==> src/design/mfmid_pkg.sv <==
package mfmid_pkg;

    localparam int POS_W = 15;
    localparam int SEC_W = 6;

    localparam logic [7:0] SYNC_BYTE    = 8'hA1;
    localparam logic [7:0] ID_MARK      = 8'hFE;
    localparam logic [7:0] DATA_MARK    = 8'hFB;
    localparam logic [7:0] DELETED_MARK = 8'hF8;

    localparam logic EV_ID   = 1'b0;
    localparam logic EV_DATA = 1'b1;

    localparam logic [1:0] SYNC_RUN_FULL = 2'd3;
    localparam logic [2:0] CHRN_LEN      = 3'd4;
    localparam logic [2:0] ID_FIELD_LEN  = 3'd6;

    localparam logic [POS_W-1:0] SECTOR_BYTES_BASE = 15'd128;

    localparam logic [15:0] CRC_POLY = 16'h1021;
    localparam logic [15:0] CRC_INIT = 16'hFFFF;

    typedef struct packed {
        logic [7:0] track_byte;
        logic       track_start;
    } track_item_t;

    typedef struct packed {
        logic             event_kind;
        logic [SEC_W-1:0] sector_index;
        logic [7:0]       cylinder;
        logic [7:0]       head;
        logic [7:0]       record;
        logic [7:0]       size_code;
        logic [POS_W-1:0] sector_bytes;
        logic             id_crc_error;
        logic             deleted_mark;
        logic             repeat_mark;
        logic [POS_W-1:0] data_start;
    } event_item_t;

    typedef struct packed {
        logic [1:0]       sync_run;
        logic [2:0]       field_count;
        logic             in_id_field;
        logic [15:0]      crc;
        logic [3:0][7:0]  id_bytes;
        logic             sector_open;
        logic             data_seen;
        logic [POS_W-1:0] first_data_pos;
        logic [SEC_W-1:0] sector_counter;
        logic [POS_W-1:0] byte_position;
    } mfmid_state_t;

    function automatic logic [15:0] crc_byte(input logic [15:0] crc_in, input logic [7:0] b);
        logic [15:0] c;
        c = crc_in ^ {b, 8'h00};
        for (int i = 0; i < 8; i++)
        begin
            if (c[15])
            begin
                c = {c[14:0], 1'b0} ^ CRC_POLY;
            end
            else
            begin
                c = {c[14:0], 1'b0};
            end
        end
        return c;
    endfunction

    localparam logic [15:0] CRC_PRELOAD =
        crc_byte(crc_byte(crc_byte(crc_byte(CRC_INIT, SYNC_BYTE), SYNC_BYTE), SYNC_BYTE),
                 ID_MARK);

    localparam mfmid_state_t STATE_RESET = '{
        sync_run:       2'd0,
        field_count:    3'd0,
        in_id_field:    1'b0,
        crc:            CRC_INIT,
        id_bytes:       '0,
        sector_open:    1'b0,
        data_seen:      1'b0,
        first_data_pos: '0,
        sector_counter: '0,
        byte_position:  '0
    };

endpackage

==> src/design/mfmid_mark_logic.sv <==
module mfmid_mark_logic
    import mfmid_pkg::*;
#(
    parameter logic [POS_W-1:0] POS_CAP = 15'd16384,
    parameter logic [SEC_W-1:0] SEC_CAP = 6'd63
)
(
    input  mfmid_state_t state_cur,
    input  track_item_t  item,
    output mfmid_state_t state_next,
    output logic         produce,
    output event_item_t  result
);

    mfmid_state_t     s;
    logic [7:0]       b;
    logic             handled;
    logic             rep;
    logic [POS_W:0]   pos_inc;
    logic [POS_W-1:0] pos_sat;

    always_comb
    begin
        b        = item.track_byte;
        s        = item.track_start ? STATE_RESET : state_cur;
        handled  = 1'b0;
        rep      = 1'b0;
        produce  = 1'b0;
        result   = '0;
        pos_inc  = {1'b0, s.byte_position} + {{POS_W{1'b0}}, 1'b1};
        pos_sat  = (pos_inc > {1'b0, POS_CAP}) ? POS_CAP : pos_inc[POS_W-1:0];

        if (s.sync_run == SYNC_RUN_FULL)
        begin
            s.sync_run = 2'd0;
            if ((b == DATA_MARK || b == DELETED_MARK) && s.sector_open)
            begin
                rep = s.data_seen;
                if (!s.data_seen)
                begin
                    s.data_seen      = 1'b1;
                    s.first_data_pos = pos_sat;
                end
                result.event_kind   = EV_DATA;
                result.sector_index = s.sector_counter;
                result.deleted_mark = (b == DELETED_MARK);
                result.repeat_mark  = rep;
                result.data_start   = s.first_data_pos;
                produce = 1'b1;
                handled = 1'b1;
            end
            else if (b == ID_MARK)
            begin
                if (s.sector_open && s.sector_counter < SEC_CAP)
                begin
                    s.sector_counter = s.sector_counter + 1'b1;
                end
                s.sector_open    = 1'b1;
                s.in_id_field    = 1'b1;
                s.field_count    = 3'd0;
                s.crc            = CRC_PRELOAD;
                s.id_bytes       = '0;
                s.data_seen      = 1'b0;
                s.first_data_pos = '0;
                handled = 1'b1;
            end
        end

        if (!handled)
        begin
            s.sync_run = (b == SYNC_BYTE) ? s.sync_run + 2'd1 : 2'd0;
            if (s.in_id_field)
            begin
                if (s.field_count < CHRN_LEN)
                begin
                    s.id_bytes[s.field_count[1:0]] = b;
                end
                s.crc         = crc_byte(s.crc, b);
                s.field_count = s.field_count + 3'd1;
                if (s.field_count >= ID_FIELD_LEN)
                begin
                    s.in_id_field = 1'b0;
                    s.field_count = ID_FIELD_LEN;
                    result.event_kind   = EV_ID;
                    result.sector_index = s.sector_counter;
                    result.cylinder     = s.id_bytes[0];
                    result.head         = s.id_bytes[1];
                    result.record       = s.id_bytes[2];
                    result.size_code    = s.id_bytes[3];
                    result.sector_bytes = SECTOR_BYTES_BASE << s.id_bytes[3][2:0];
                    result.id_crc_error = (s.crc != 16'h0000);
                    produce = 1'b1;
                end
            end
        end

        s.byte_position = pos_sat;
        state_next = s;
    end

endmodule

==> src/design/mfm_sector_id_mark_detector.sv <==
// Watches decoded MFM track bytes for address marks (three A1 sync bytes and a mark byte),
// captures ID fields with a CRC-16-CCITT check and reports ID and data-mark transactions.
// One track byte is taken every cycle unless the input stalls; a byte waits in the input
// register; its event, if any, enters the result register as it leaves. The input stalls only
// when the byte at hand produces an event while the result register is full and stalled.
module mfm_sector_id_mark_detector
    import mfmid_pkg::*;
#(
    parameter int TRACK_BYTES_MAX = 16384,
    parameter int MAX_SECTORS     = 64
)
(
    input  logic        clk,
    input  logic        rst_n,
    input  logic        track_valid,
    output logic        track_stall,
    input  track_item_t track_item,
    output logic        event_valid,
    input  logic        event_stall,
    output event_item_t event_item
);

    localparam int POS_CAP_INT = (TRACK_BYTES_MAX > 32767) ? 32767 : TRACK_BYTES_MAX;
    localparam int SEC_CAP_INT = (MAX_SECTORS - 1 > 63) ? 63 : MAX_SECTORS - 1;
    localparam logic [POS_W-1:0] POS_CAP = POS_CAP_INT[POS_W-1:0];
    localparam logic [SEC_W-1:0] SEC_CAP = SEC_CAP_INT[SEC_W-1:0];

    logic         in_valid_reg;
    track_item_t  in_item_reg;
    mfmid_state_t state_reg;
    mfmid_state_t state_next;
    logic         produce;
    event_item_t  result;
    logic         advance;
    logic         out_valid_reg;
    event_item_t  out_item_reg;

    mfmid_mark_logic #(
        .POS_CAP (POS_CAP),
        .SEC_CAP (SEC_CAP)
    ) u_mark_logic (
        .state_cur  (state_reg),
        .item       (in_item_reg),
        .state_next (state_next),
        .produce    (produce),
        .result     (result)
    );

    assign advance     = in_valid_reg && (!produce || !out_valid_reg || !event_stall);
    assign track_stall = in_valid_reg && !advance;
    assign event_valid = out_valid_reg;
    assign event_item  = out_item_reg;

    always_ff @(posedge clk or negedge rst_n)
    begin
        if (!rst_n)
        begin
            in_valid_reg  <= 1'b0;
            out_valid_reg <= 1'b0;
            state_reg     <= STATE_RESET;
        end
        else
        begin
            if (track_valid && !track_stall)
            begin
                in_valid_reg <= 1'b1;
            end
            else if (advance)
            begin
                in_valid_reg <= 1'b0;
            end

            if (advance)
            begin
                state_reg <= state_next;
            end

            if (advance && produce)
            begin
                out_valid_reg <= 1'b1;
            end
            else if (!event_stall)
            begin
                out_valid_reg <= 1'b0;
            end
        end
    end

    always_ff @(posedge clk)
    begin
        if (track_valid && !track_stall)
        begin
            in_item_reg <= track_item;
        end
        if (advance && produce)
        begin
            out_item_reg <= result;
        end
    end

    assert property (@(posedge clk) disable iff (!rst_n)
        event_valid && event_item.event_kind == EV_ID |->
        !event_item.deleted_mark && !event_item.repeat_mark && event_item.data_start == '0
        && $onehot(event_item.sector_bytes))
    else $error("ID transaction carries data-mark fields or bad sector size");

    assert property (@(posedge clk) disable iff (!rst_n)
        event_valid && event_item.event_kind == EV_DATA |->
        event_item.data_start != '0 && !event_item.id_crc_error
        && event_item.sector_bytes == '0)
    else $error("data-mark transaction fields inconsistent");

    assert property (@(posedge clk) disable iff (!rst_n)
        state_reg.field_count <= ID_FIELD_LEN
        && (!state_reg.in_id_field || state_reg.sector_open))
    else $error("ID field capture state inconsistent");

    assert property (@(posedge clk) disable iff (!rst_n)
        track_stall |-> produce && out_valid_reg && event_stall)
    else $error("input stalled without a blocked transaction");

endmodule
==> config.mk <==
export PLATFORM = sky130hd
export DESIGN_NAME = mfm_sector_id_mark_detector
export DESIGN_NICKNAME = d
export VERILOG_FILES = /design/src/design/mfmid_pkg.sv /design/src/design/mfmid_mark_logic.sv /design/src/design/mfm_sector_id_mark_detector.sv
export SDC_FILE = /design/constraint.sdc
export NUM_CORES = 1
export LEC_CHECK = 0
export ABC_AREA = 1
export BUFFER_PORTS_ARGS = -buffer_cell sky130_fd_sc_hd__clkbuf_2
export CAP_MARGIN = 40
export CORE_MARGIN = 4
export CORE_UTILIZATION = 57
export DETAILED_ROUTE_END_ITERATION = 16
export PLACE_DENSITY = 0.84
export SLEW_MARGIN = 20
export SYNTH_ARGS = -nofsm -noshare
export SYNTH_HDL_FRONTEND = slang
export SYNTH_SLANG_ARGS = --single-unit
==> constraint.sdc <==
create_clock -name clk -period 4.98 [get_ports clk]
set_input_delay 0.498 -clock clk [delete_from_list [all_inputs] [get_ports clk]]
set_output_delay 0.498 -clock clk [all_outputs]
set_load 0.03 [all_outputs]
==> flow_metrics.tcl <==
set metrics [dict create \
    outcome "complete, no violations" \
    grt_util_met1 0.360 \
    area_growth_pct 12.0 \
    tightest_slew_ns 0.766 \
    largest_reg_flops 92 \
    critPathSlowestCell "edfxtp_1" \
    ir_drop_v 0.000231 \
    cts_htree_levels 4 \
    ys_async_sr_fraction 0.560 \
    pin_count 87 \
    dp_hpwl_mm 14.9 \
    grt_max_degree 87 \
    wirelength_mm 22.1 \
    synth_fa_ha_area_frac 0.00693 \
    cts_buffer_depth 2 \
    hold-worst-slack_ns 0.0282 \
    synth_warnings 0 \
    die_w_um 134 \
    num_antenna_cells 0 \
    num_vias 8011 \
    postCtsHoldBufs 0 \
    start_util 0.588 \
    arrival_ns 3.05 \
    grt_busiest_layer "met2" \
    p_leak_nw 4.43 \
    cap_viol_max_count 0 \
    gr-usage-all-layers 0.248 \
    cts_resized 0 \
    synth.distinct_cells 43 \
    finalPower_mw 3.05 \
    drc 0 \
    crit_fanout 24 \
    dp_slack_ns 1.33 \
    stdcell_area_mm2 0.0101 \
    clock_latency_ns 0.43 \
    synth_cells 1167 \
    seq_area_frac_synth 0.509 \
    worstHoldPathType "input pin to asynchronous set/reset pin" \
    setup-tns-final_ns 0 \
    grtUsageMet3 0.0499 \
    fin_cells 1451 \
    grt_pass1_wl_mm 35.9 \
    rsz0062_at_grt "no" \
    cts_sinks 168 \
    coreArea_mm2 0.0154 \
    period_share 0.713 \
    end_kind "output pin" \
    relSlewSlack 0.489 \
    crit_required_ns 4.48 \
    dieHeight_um 134 \
    synthMuxAreaShare 0.00111 \
    ys.flop_type "dfrtp_1" \
    cts_tree "done" \
    grt_pass1_vias 7184 \
    place_inst 1416 \
    routedWlPerCell_um 15.3 \
    viasPerCell 5.52 \
    antenna_found_initial 0 \
    clkTransAtPathRegs_ns 0.06 \
    fmax_ghz 0.282 \
    synth_seq_cells 168 \
    synth_edf_count 74 \
    drt-pass1-iter-count 6 \
    hold_viol 0 \
    num_rows 45 \
    die_area_mm2 0.0179 \
    syn_area_per_cell_um2 7.74 \
    cp-start-kind "register" \
    cts_buffers 17 \
    cpPeakStageDelay_ns 0.50 \
    grt_util_met2 0.377 \
    setup_slack_ns 1.43 \
    rr_worst_depth 18 \
    clock_skew_ns 0.00797 \
    finalSetupViolations 0 \
    port_buffers 79 \
    root_buffer "clkbuf_16" \
    synth_compound_area_frac 0.0955 \
    synth-xor-area-share 0.0116 \
    worstSetupPathType "register to output pin" \
    slew_viol_final 0 \
    final.min_clock_period_ns 3.55 \
    synthSimpleGateAreaFrac 0.292 \
    fin_util 0.658 \
    synth_top_family_by_area "simple AND/OR/NAND/NOR gates" \
    synth.cell_area_mm2 0.00903 \
    p_per_area_mw_per_mm2 301 \
    crit_path_cell_trace "nor2_1 > ha_1 > nand2_1 > nor2_2 > nand2_4 > inv_2 > nor2_4 > nand2_4 > nand3_1 > nand2_1 > nand3_2 > nand2_2 > nand2_2 > nor2_1 > clkbuf_2" \
    routabilityCongestion 1.02 \
    drive_gt1_frac 0.131 \
    grt-ovfl-total 0 \
    nNetsFinal 1245 \
    place_area_mm2 0.00947 \
    drtIter0Drc 1165 \
    ant_nets 0 \
    fillers 1277 \
    post_cts_buffers 0 \
]
-- logic make-up after synthesis --
group,count (synthesis)
fa+ha+maj,5
flops,168
mux,1
simple gates,643
other cells,1
compound gates,167
buf+inv,170
xor+xnor,12
-- power by group --
| part | total (mW) | internal (mW) | switching [mW] |
|---|---|---|---|
| Combinational | 0.245 | 0.0636 | 0.182 |
| Sequential | 1.50 | 1.48 | 0.0237 |
| Clock | 1.30 | 0.781 | 0.520 |
-- final cells by class --
cell class              count  area [µm²]  share of cell area
flip-flops and latches    168        4590               0.454
multi-input cells         835        3700               0.366
repair buffers             94         563              0.0557
clock buffers              21         440              0.0435
inverters                 111         419              0.0414
well taps                 211         264              0.0261
clock inverters            11         131              0.0130
-- per-layer routing --
metal | up-vias | wire, µm
li1 | 3862 | -
met1 | 3718 | 9790
met2 | 384 | 10100
met3 | 47 | 1820
met4 | 0 | 438
met5 | - | 0
-- placed cells by master, fill, tap and decap left out, drive strengths merged, types with 8 or more instances in the layout --
cell type,n
nand2,434
nand3,65
inv,110
dfstp,16
edfxtp,74
nor2,115
clkinv,8
nand4,16
clkbuf,99
buf,16
a21oi,9
xor2,10
dfrtp,78
o21ai,148
-- worst paths after layout --
path / from / slack (ns) / end
hold reg to reg: state_reg[73] / 0.46 / state_reg[73]
hold / removal: rst_n / 0.03 / state_reg[28]
setup / recovery: in_item_reg[0] / 1.43 / track_stall
min in group clk: track_item[1] / 0.24 / in_item_reg[1]
max in group asynchronous: rst_n / 3.83 / state_reg[86]
setup reg to reg: in_item_reg[0] / 1.48 / state_reg[21]
-- critical path: cells and delay by family (launching register included) --
kind	cells	cell delay, ns
fa+ha+maj	1	0.28
buf+inv	2	0.40
flops	1	0.50
simple gates	12	1.42
-- Yosys cell counts (4+ instances only) --
cell type  number  area (µm²)
o21ai_0       110         551
inv_1         104         390
dfstp_2        16         420
xor2_1         10        87.6
dfrtp_1        78        1950
nand3_1        64         320
buf_1           4        15.0
o22ai_1         6        37.5
nand2_1       429        1610
o21ai_1        37         185
buf_6           5        56.3
nor2_1        108         405
buf_2          19        95.1
nor2_2          6        37.5
nor3_1          4        20.0
nand4_1        16         100
a21oi_1         8        40.0
buf_4          14         105
inv_2           5        18.8
clkbuf_1       15        56.3
edfxtp_1       74        2220
nand3b_1        4        30.0
ha_1            5        62.6
Note: power is estimated with default switching activity, not from simulation.
